--- src/hw/rtl/spr_pkg.sv ---
// ----------------------------------------------------------------------------
// spr_pkg
// Shared types, constants and helpers for the stream pattern replace block.
// ----------------------------------------------------------------------------
package spr_pkg;

  localparam int MAX_PATTERN_BYTES     = 8;
  localparam int MAX_REPLACEMENT_BYTES = 8;
  localparam int BYTE_W                = 8;
  localparam int WORD_W                = 64;
  localparam int LEN_W                 = 4;
  localparam int CFG_INDEX_W           = 2;
  localparam int QUEUE_DEPTH           = 2;

  typedef enum logic [CFG_INDEX_W-1:0] {
    REG_PATTERN_BYTES      = 2'd0,
    REG_PATTERN_LENGTH     = 2'd1,
    REG_REPLACEMENT_BYTES  = 2'd2,
    REG_REPLACEMENT_LENGTH = 2'd3
  } reg_index_t;

  // One request from the front to the back: up to eight bytes to emit.
  typedef struct packed {
    logic [WORD_W-1:0] bytes;
    logic [LEN_W-1:0]  count;      // 1..8
    logic              no_data;
    logic              stream_end;
  } cmd_t;

  function automatic logic [LEN_W-1:0] eff_plen(input logic [LEN_W-1:0] len);
    logic [LEN_W-1:0] p;
    p = len;
    if (p == '0) p = LEN_W'(1);
    if (p > LEN_W'(MAX_PATTERN_BYTES)) p = LEN_W'(MAX_PATTERN_BYTES);
    return p;
  endfunction

  function automatic logic [LEN_W-1:0] eff_rlen(input logic [LEN_W-1:0] len);
    logic [LEN_W-1:0] r;
    r = len;
    if (r > LEN_W'(MAX_REPLACEMENT_BYTES)) r = LEN_W'(MAX_REPLACEMENT_BYTES);
    return r;
  endfunction

endpackage

--- src/hw/rtl/spr_front.sv ---
// ----------------------------------------------------------------------------
// spr_front
// Holds the configuration and the window, compares and turns each input
// byte into at most one emit request for the back end.
// ----------------------------------------------------------------------------
module spr_front (
  input  logic                               clk,
  input  logic                               rst,
  input  logic                               cfg_write,
  input  logic [spr_pkg::CFG_INDEX_W-1:0]    cfg_index,
  input  logic [spr_pkg::WORD_W-1:0]         cfg_data,
  input  logic                               in_valid,
  input  logic                               q_full,
  input  logic [spr_pkg::BYTE_W-1:0]         in_byte,
  input  logic                               stream_end,
  output logic                               push,
  output spr_pkg::cmd_t                      cmd
);

  logic [spr_pkg::WORD_W-1:0] pattern_bytes;
  logic [spr_pkg::LEN_W-1:0]  pattern_length;
  logic [spr_pkg::WORD_W-1:0] replacement_bytes;
  logic [spr_pkg::LEN_W-1:0]  replacement_length;
  logic [spr_pkg::LEN_W-1:0]  count;
  logic [spr_pkg::LEN_W-1:0]  count_next;
  logic [spr_pkg::BYTE_W-1:0] win [spr_pkg::MAX_PATTERN_BYTES];
  logic [spr_pkg::BYTE_W-1:0] win_next [spr_pkg::MAX_PATTERN_BYTES];
  logic [spr_pkg::BYTE_W-1:0] win_ins [spr_pkg::MAX_PATTERN_BYTES];
  logic [spr_pkg::WORD_W-1:0] win_word;
  logic [spr_pkg::LEN_W-1:0]  plen;
  logic [spr_pkg::LEN_W-1:0]  rlen;
  logic [spr_pkg::LEN_W-1:0]  cnt1;
  logic [spr_pkg::LEN_W-1:0]  n;
  logic                       accept;
  logic                       cmp;
  logic                       match;
  logic                       hit;

  assign accept = in_valid && !q_full;

  always_comb begin
    plen  = spr_pkg::eff_plen(pattern_length);
    rlen  = spr_pkg::eff_rlen(replacement_length);
    cnt1  = count + spr_pkg::LEN_W'(1);
    cmp   = (cnt1 == plen);
    match = 1'b1;
    for (int i = 0; i < spr_pkg::MAX_PATTERN_BYTES; i++) begin
      win_ins[i] = (count == spr_pkg::LEN_W'(i)) ? in_byte : win[i];
      win_word[spr_pkg::BYTE_W*i +: spr_pkg::BYTE_W] = win_ins[i];
      if (spr_pkg::LEN_W'(i) < plen &&
          win_ins[i] != pattern_bytes[spr_pkg::BYTE_W*i +: spr_pkg::BYTE_W]) begin
        match = 1'b0;
      end
    end
    hit = cmp && match;

    // next window: emptied on hit or end, slid by one on a mismatch
    for (int i = 0; i < spr_pkg::MAX_PATTERN_BYTES - 1; i++) begin
      if (cmp && !hit) begin
        win_next[i] = win_ins[i+1];
      end else begin
        win_next[i] = win_ins[i];
      end
    end
    win_next[spr_pkg::MAX_PATTERN_BYTES-1] = win_ins[spr_pkg::MAX_PATTERN_BYTES-1];
    if (hit || stream_end) begin
      count_next = '0;
    end else if (cmp) begin
      count_next = count;
    end else begin
      count_next = cnt1;
    end

    if (hit) begin
      n         = rlen;
      cmd.bytes = replacement_bytes;
    end else if (stream_end) begin
      n         = cnt1;
      cmd.bytes = win_word;
    end else begin
      n         = cmp ? spr_pkg::LEN_W'(1) : '0;
      cmd.bytes = win_word;
    end
    cmd.stream_end = stream_end;
    cmd.no_data    = 1'b0;
    cmd.count      = n;
    if (n == '0) begin
      // end with nothing emitted: a lone end marker
      cmd.no_data = 1'b1;
      cmd.count   = spr_pkg::LEN_W'(1);
      cmd.bytes   = '0;
    end
    push = accept && (n != '0 || stream_end);
  end

  always_ff @(posedge clk) begin
    if (rst) begin
      pattern_bytes      <= '0;
      pattern_length     <= spr_pkg::LEN_W'(1);
      replacement_bytes  <= '0;
      replacement_length <= '0;
      count              <= '0;
    end else if (cfg_write) begin
      case (spr_pkg::reg_index_t'(cfg_index))
        spr_pkg::REG_PATTERN_BYTES: begin
          pattern_bytes <= cfg_data;
        end
        spr_pkg::REG_PATTERN_LENGTH: begin
          pattern_length <= cfg_data[spr_pkg::LEN_W-1:0];
          count          <= '0;
        end
        spr_pkg::REG_REPLACEMENT_BYTES: begin
          replacement_bytes <= cfg_data;
        end
        spr_pkg::REG_REPLACEMENT_LENGTH: begin
          replacement_length <= cfg_data[spr_pkg::LEN_W-1:0];
        end
        default: begin
        end
      endcase
    end else if (accept) begin
      count <= count_next;
    end
  end

  always_ff @(posedge clk) begin
    if (accept) begin
      for (int i = 0; i < spr_pkg::MAX_PATTERN_BYTES; i++) begin
        win[i] <= win_next[i];
      end
    end
  end

endmodule

--- src/hw/rtl/spr_queue.sv ---
// ----------------------------------------------------------------------------
// spr_queue
// Two-entry request queue between the front and the back end.
// ----------------------------------------------------------------------------
module spr_queue (
  input  logic          clk,
  input  logic          rst,
  input  logic          push,
  input  spr_pkg::cmd_t push_cmd,
  input  logic          pop,
  output logic          full,
  output logic          head_valid,
  output spr_pkg::cmd_t head
);

  spr_pkg::cmd_t slots [spr_pkg::QUEUE_DEPTH];
  logic          wr_ptr;
  logic          rd_ptr;
  logic [1:0]    fill;

  assign full       = (fill == 2'(spr_pkg::QUEUE_DEPTH));
  assign head_valid = (fill != '0);
  assign head       = slots[rd_ptr];

  always_ff @(posedge clk) begin
    if (rst) begin
      wr_ptr <= 1'b0;
      rd_ptr <= 1'b0;
      fill   <= '0;
    end else begin
      if (push) wr_ptr <= ~wr_ptr;
      if (pop)  rd_ptr <= ~rd_ptr;
      case ({push, pop})
        2'b10:   fill <= fill + 2'd1;
        2'b01:   fill <= fill - 2'd1;
        default: fill <= fill;
      endcase
    end
  end

  always_ff @(posedge clk) begin
    if (push) slots[wr_ptr] <= push_cmd;
  end

endmodule

--- src/hw/rtl/spr_back.sv ---
// ----------------------------------------------------------------------------
// spr_back
// Walks the head request one byte per cycle into the output register while out_stall is low.
// ----------------------------------------------------------------------------
module spr_back (
  input  logic                       clk,
  input  logic                       rst,
  input  logic                       head_valid,
  input  spr_pkg::cmd_t              head,
  output logic                       pop,
  output logic                       out_valid,
  input  logic                       out_stall,
  output logic [spr_pkg::BYTE_W-1:0] out_byte,
  output logic                       no_data,
  output logic                       last_of_item,
  output logic                       end_of_output
);

  logic [2:0] idx;
  logic       load;
  logic       last;

  assign load = !out_valid || !out_stall;
  assign last = ({1'b0, idx} + spr_pkg::LEN_W'(1)) == head.count;
  assign pop  = load && head_valid && last;

  always_ff @(posedge clk) begin
    if (rst) begin
      out_valid <= 1'b0;
      idx       <= '0;
    end else if (load) begin
      out_valid <= head_valid;
      if (head_valid) idx <= last ? 3'd0 : idx + 3'd1;
    end
  end

  always_ff @(posedge clk) begin
    if (load && head_valid) begin
      out_byte      <= head.bytes[{idx, 3'b000} +: spr_pkg::BYTE_W];
      no_data       <= head.no_data;
      last_of_item  <= last;
      end_of_output <= last && head.stream_end;
    end
  end

endmodule

--- src/hw/rtl/stream_pattern_replace_top.sv ---
// Path: an accepted byte's request is written into the queue, then moved from its head into the output register.
// Throughput: one input byte per cycle and one result per cycle while out_stall
// is low; a request holds the back end until its last result byte is out, and
// input stalls once the two-entry queue between front and back is full.
// Reset: configuration returns to its defaults, window empty, queue and
// output register empty. No clearing pass.
// ----------------------------------------------------------------------------
// stream_pattern_replace_top
// Streaming find-and-replace on a byte stream with a window of up to 8 bytes.
// ----------------------------------------------------------------------------
module stream_pattern_replace_top (
  input  logic                            clk,
  input  logic                            rst,
  input  logic                            cfg_write,
  input  logic [spr_pkg::CFG_INDEX_W-1:0] cfg_index,
  input  logic [spr_pkg::WORD_W-1:0]      cfg_data,
  input  logic                            in_valid,
  output logic                            in_stall,
  input  logic [spr_pkg::BYTE_W-1:0]      in_byte,
  input  logic                            stream_end,
  output logic                            out_valid,
  input  logic                            out_stall,
  output logic [spr_pkg::BYTE_W-1:0]      out_byte,
  output logic                            no_data,
  output logic                            last_of_item,
  output logic                            end_of_output
);

  logic          q_full;
  logic          push;
  logic          pop;
  logic          head_valid;
  spr_pkg::cmd_t push_cmd;
  spr_pkg::cmd_t head;

  assign in_stall = q_full;

  spr_front u_front (
    .clk        (clk),
    .rst        (rst),
    .cfg_write  (cfg_write),
    .cfg_index  (cfg_index),
    .cfg_data   (cfg_data),
    .in_valid   (in_valid),
    .q_full     (q_full),
    .in_byte    (in_byte),
    .stream_end (stream_end),
    .push       (push),
    .cmd        (push_cmd)
  );

  spr_queue u_queue (
    .clk        (clk),
    .rst        (rst),
    .push       (push),
    .push_cmd   (push_cmd),
    .pop        (pop),
    .full       (q_full),
    .head_valid (head_valid),
    .head       (head)
  );

  spr_back u_back (
    .clk           (clk),
    .rst           (rst),
    .head_valid    (head_valid),
    .head          (head),
    .pop           (pop),
    .out_valid     (out_valid),
    .out_stall     (out_stall),
    .out_byte      (out_byte),
    .no_data       (no_data),
    .last_of_item  (last_of_item),
    .end_of_output (end_of_output)
  );

endmodule

--- config.mk ---
export PLATFORM = sky130hd
export DESIGN_NAME = stream_pattern_replace_top
export DESIGN_NICKNAME = d
export VERILOG_FILES = /design/src/hw/rtl/spr_pkg.sv /design/src/hw/rtl/spr_front.sv /design/src/hw/rtl/spr_queue.sv /design/src/hw/rtl/spr_back.sv /design/src/hw/rtl/stream_pattern_replace_top.sv
export SDC_FILE = /design/constraint.sdc
export NUM_CORES = 1
export LEC_CHECK = 0
export ABC_AREA = 1
export BUFFER_PORTS_ARGS = -buffer_cell sky130_fd_sc_hd__buf_4
export CAP_MARGIN = 20
export CORE_MARGIN = 5
export CORE_UTILIZATION = 43
export CTS_CLUSTER_DIAMETER = 50
export DETAILED_ROUTE_END_ITERATION = 8
export HOLD_SLACK_MARGIN = 0.08
export PLACE_DENSITY_LB_ADDON = 0.12
export SYNTH_ARGS = -nofsm -noshare
export SYNTH_HDL_FRONTEND = slang
export SYNTH_HIERARCHICAL = 1
export SYNTH_SLANG_ARGS = --single-unit
--- constraint.sdc ---
create_clock -name clk -period 9.9 [get_ports clk]
set_input_delay 0.495 -clock clk [delete_from_list [all_inputs] [get_ports clk]]
set_output_delay 0.495 -clock clk [all_outputs]
set_load 0.05 [all_outputs]
==> impl_metrics.toml <==
[status]
outcome = "complete, no violations"

[sta]
hold_viol = 0
rsz0062_at_grt = "false"
worst_pin_slew_ns = 1.11
finalCritPeriodShare_pct = 57.2
slew_violations = 0
slew_headroom_pct = 25.7
skew_ns = 0.0160
fin_setup_tns_ns = 0
setup_viol = 0
fin_hold_ws_ns = 0.159
finalCriticalPeriod_ns = 5.66
fmax_mhz = 177

[min_path]
hold_path_class = "in2reg"
whs_endpoint = "u_front/pattern_bytes[46]"
worstHoldStart = "cfg_data[46]"
worstHoldPathCells = 3

[die]
die_h_um = 217
die-area_mm2 = 0.0472
num_rows = 76
start_util_pct = 43.2
ios = 93
fp.dieW_um = 217
core-area_mm2 = 0.0428

[clocking]
cts.sinks = 364
cts-root-buf = "clkbuf_16"
cts_tree = "yes"
clock_latency_ns = 0.57
post_cts_resized = 0
path_clk_slew_ns = 0.06
numCtsBuffers = 46
ctsHtreeMaxLevel = 2
clk_path_buf_depth = 3
postCtsSetupBuffers = 0
cts.hold.buffers_added = 0

[logic_synthesis]
synthCells = 2196
yosysWarnings = 6
ys.flop_type = "edfxtp_1"
ys_seq_area_share_pct = 51.1
ys_ff_latch = 364
synth_edf_count = 215
syn-cell-area_mm2 = 0.0185
syn_nets = 2282
netlist_top_cells_area = "edfxtp_1 35%, dfxtp_1 16%, nand2_1 9.4%"
yosysUniqueCellTypes = 38
synth_top_cell_area_share_pct = 35.0
avgSynthCellArea_um2 = 8.41
yosysTopAreaCell = "edfxtp_1"
synth-async-reset-ratio_pct = 0

[drt]
wire_per_inst_um = 19.0
ant_nets = 0
drt_iter0_drc = 1354
vias = 14700
vias_per_cell = 5.23
routed_wl_mm = 53.5
dr.pass1.iters = 6
drc = 0

[global_routing]
grt_max_degree = 84
grt_pass1_wl_mm = 82.5
grt_pass1_vias = 14100
grt_overflow = 0
antenna_found_initial = 0
grtUsageTotal_pct = 22.4

[critical_path]
r2r-start = "u_front/count[0]"
arrival_ns = 5.85
cp_max_fo = 72
required_ns = 10.09
criticalPathCategory = "reg2reg"
cp-start-kind = "register"
reg2reg_to = "u_queue/slots[0][27]"
end_kind = "register"
ff2ff_setup_slack_ns = 4.24
r2r_cells = 25

[placement]
place_area_mm2 = 0.0192
gp_congestion = 0.904
io_buffers = 92
hpwl_mm = 37.1

[finish]
syn2layout_area_growth_pct = 12.9
drive_above_1_share_pct = 12.7
finalNetCount = 2314
diodes = 0
fin_area_mm2 = 0.0209

[pwr]
powerDensity_mw_per_mm2 = 223
peakVddDrop_mv = 0.122
p_leak_uw = 0.00898

[run]
cap_viol_max_count = 0
==> layout by cell type, fill, tap and decap left out, types with 10 or more instances in the layout <==
| master | count |
|---|---|
| a21oi_1 | 125 |
| a31oi_1 | 10 |
| buf_4 | 106 |
| clkbuf_1 | 10 |
| clkbuf_16 | 50 |
| clkinv_2 | 10 |
| dfxtp_1 | 148 |
| edfxtp_1 | 215 |
| inv_1 | 295 |
| mux2_4 | 70 |
| nand2_1 | 462 |
| nand3_1 | 124 |
| nand4_1 | 19 |
| nor2_1 | 209 |
| o21ai_0 | 270 |
| o21ai_1 | 49 |
| xor2_1 | 13 |
==> where the power goes <==
| group | leakage, uW | internal (uW) | total, uW | switching, uW |
|---|---|---|---|---|
| sequential | 0.00328 | 1830 | 1900 | 64.5 |
| combinational | 0.00491 | 330 | 1010 | 675 |
| clock | 0.000789 | 1090 | 1750 | 661 |
| total | 0.00898 | 3250 | 4650 | 1400 |
==> flip-flops by register name (all words and copies together) (netlist names), named ones only <==
name	count
u_queue/slots	140
u_front/pattern_bytes	64
u_front/replacement_bytes	64
u_front/win	64
u_back/out_byte	8
u_front/count	4
u_front/pattern_length	4
u_front/replacement_length	4
u_back/idx	3
u_queue/fill	2
u_back/end_of_output	1
u_back/last_of_item	1
u_back/no_data	1
u_back/out_valid	1
u_queue/rd_ptr	1
u_queue/wr_ptr	1
==> metal layers <==
layer | routed length [um] | global-route usage, % | vias up
met5 | 0 | 0 | -
li1 | - | - | 7269
met3 | 3130 | 2.48 | 82
met2 | 24300 | 35.3 | 452
met1 | 24600 | 32.6 | 6900
met4 | 1390 | 6.89 | 0
==> through the flow <==
step | total power [uW] | instances | setup WS [ns] | utilization [%]
global route | 4880 | 2812 | 3.66 | 48.7
finish | 4650 | 2812 | 4.24 | 48.7
floorplan | 2640 | 2196 | 2.71 | -
global placement | 2920 | 2726 | 4.41 | 45.0
CTS | 4690 | 2812 | 4.24 | 48.7
detailed placement | 2930 | 2726 | 4.27 | 45.0
==> kinds of logic (layout without fill, tap and decap cells) <==
| group | after synthesis | count (layout) | synth area share (%) |
|---|---|---|---|
| AO/OA/AOI/OAI | 463 | 463 | 12.8 |
| flip-flops | 364 | 364 | 51.1 |
| buffers and inverters | 430 | 500 | 10.3 |
| multiplexers | 70 | 70 | 5.69 |
| AND/OR/NAND/NOR | 847 | 847 | 19.0 |
| adder cells (fa/ha/maj) | 6 | 6 | 0.406 |
| XOR/XNOR | 16 | 16 | 0.799 |
==> synthesized netlist by cell type (5+ instances only) <==
master and count:
dfxtp_1 149, clkbuf_1 62, nand3b_1 9, nand4_1 19, inv_2 6, a21oi_1 125, o21ai_1 49, xor2_1 13
buf_2 26, buf_6 14, edfxtp_1 215, mux2_4 70, a31oi_1 10, buf_1 5, nand2_1 463, buf_4 8
nand2_2 5, buf_12 7, o21ai_0 270, ha_1 6, nand3_1 124, nor2_1 211, inv_1 298
==> worst max path at each step <==
| stage | startpoint | depth (start not counted) | slack, ns | endpoint |
|---|---|---|---|---|
| floorplan | u_queue/fill[0] | 6 | 2.71 | u_queue/slots[0][0] |
| finish | u_front/count[0] | 25 | 4.24 | u_queue/slots[0][27] |
| detailed placement | u_front/count[0] | 25 | 4.27 | u_queue/slots[0][29] |
| global route | u_front/count[0] | 25 | 3.66 | u_queue/slots[0][13] |
| global placement | u_front/count[2] | 22 | 4.41 | u_queue/slots[0][29] |
| CTS | u_front/count[0] | 25 | 4.24 | u_queue/slots[0][21] |
==> cell type report <==
cell class / instances / area, um2
clock buffer: 64 / 1340
clock inverter: 22 / 262
fill: 4148 / 21900
inverter: 308 / 1160
multi-input combinational: 1402 / 7160
sequential: 364 / 9440
tap: 546 / 683
timing repair buffer: 106 / 796
==> critical path, stage by stage (launching register included) <==
cell and delay [ns]:
dfxtp_1 0.36, inv_1 0.17, ha_1 0.79, nand2_1 0.48, nand2_1 0.23, nand2_1 0.12, nand2_1 0.07, nand2_1 0.04
nand2_1 0.05, inv_1 0.03, nand2_1 0.10, nor2_1 0.05, nand2_1 0.06, nor2_1 0.04, nand2_1 0.09, nand2_2 0.11
nand3_4 0.54, nand2_1 0.11, nand2_1 0.15, nor2_1 0.08, nand3_1 0.06, nand2_1 0.05, inv_1 0.12, inv_1 0.09
nor2_4 0.59, buf_4 0.64
(Power assumes the default switching activity.)
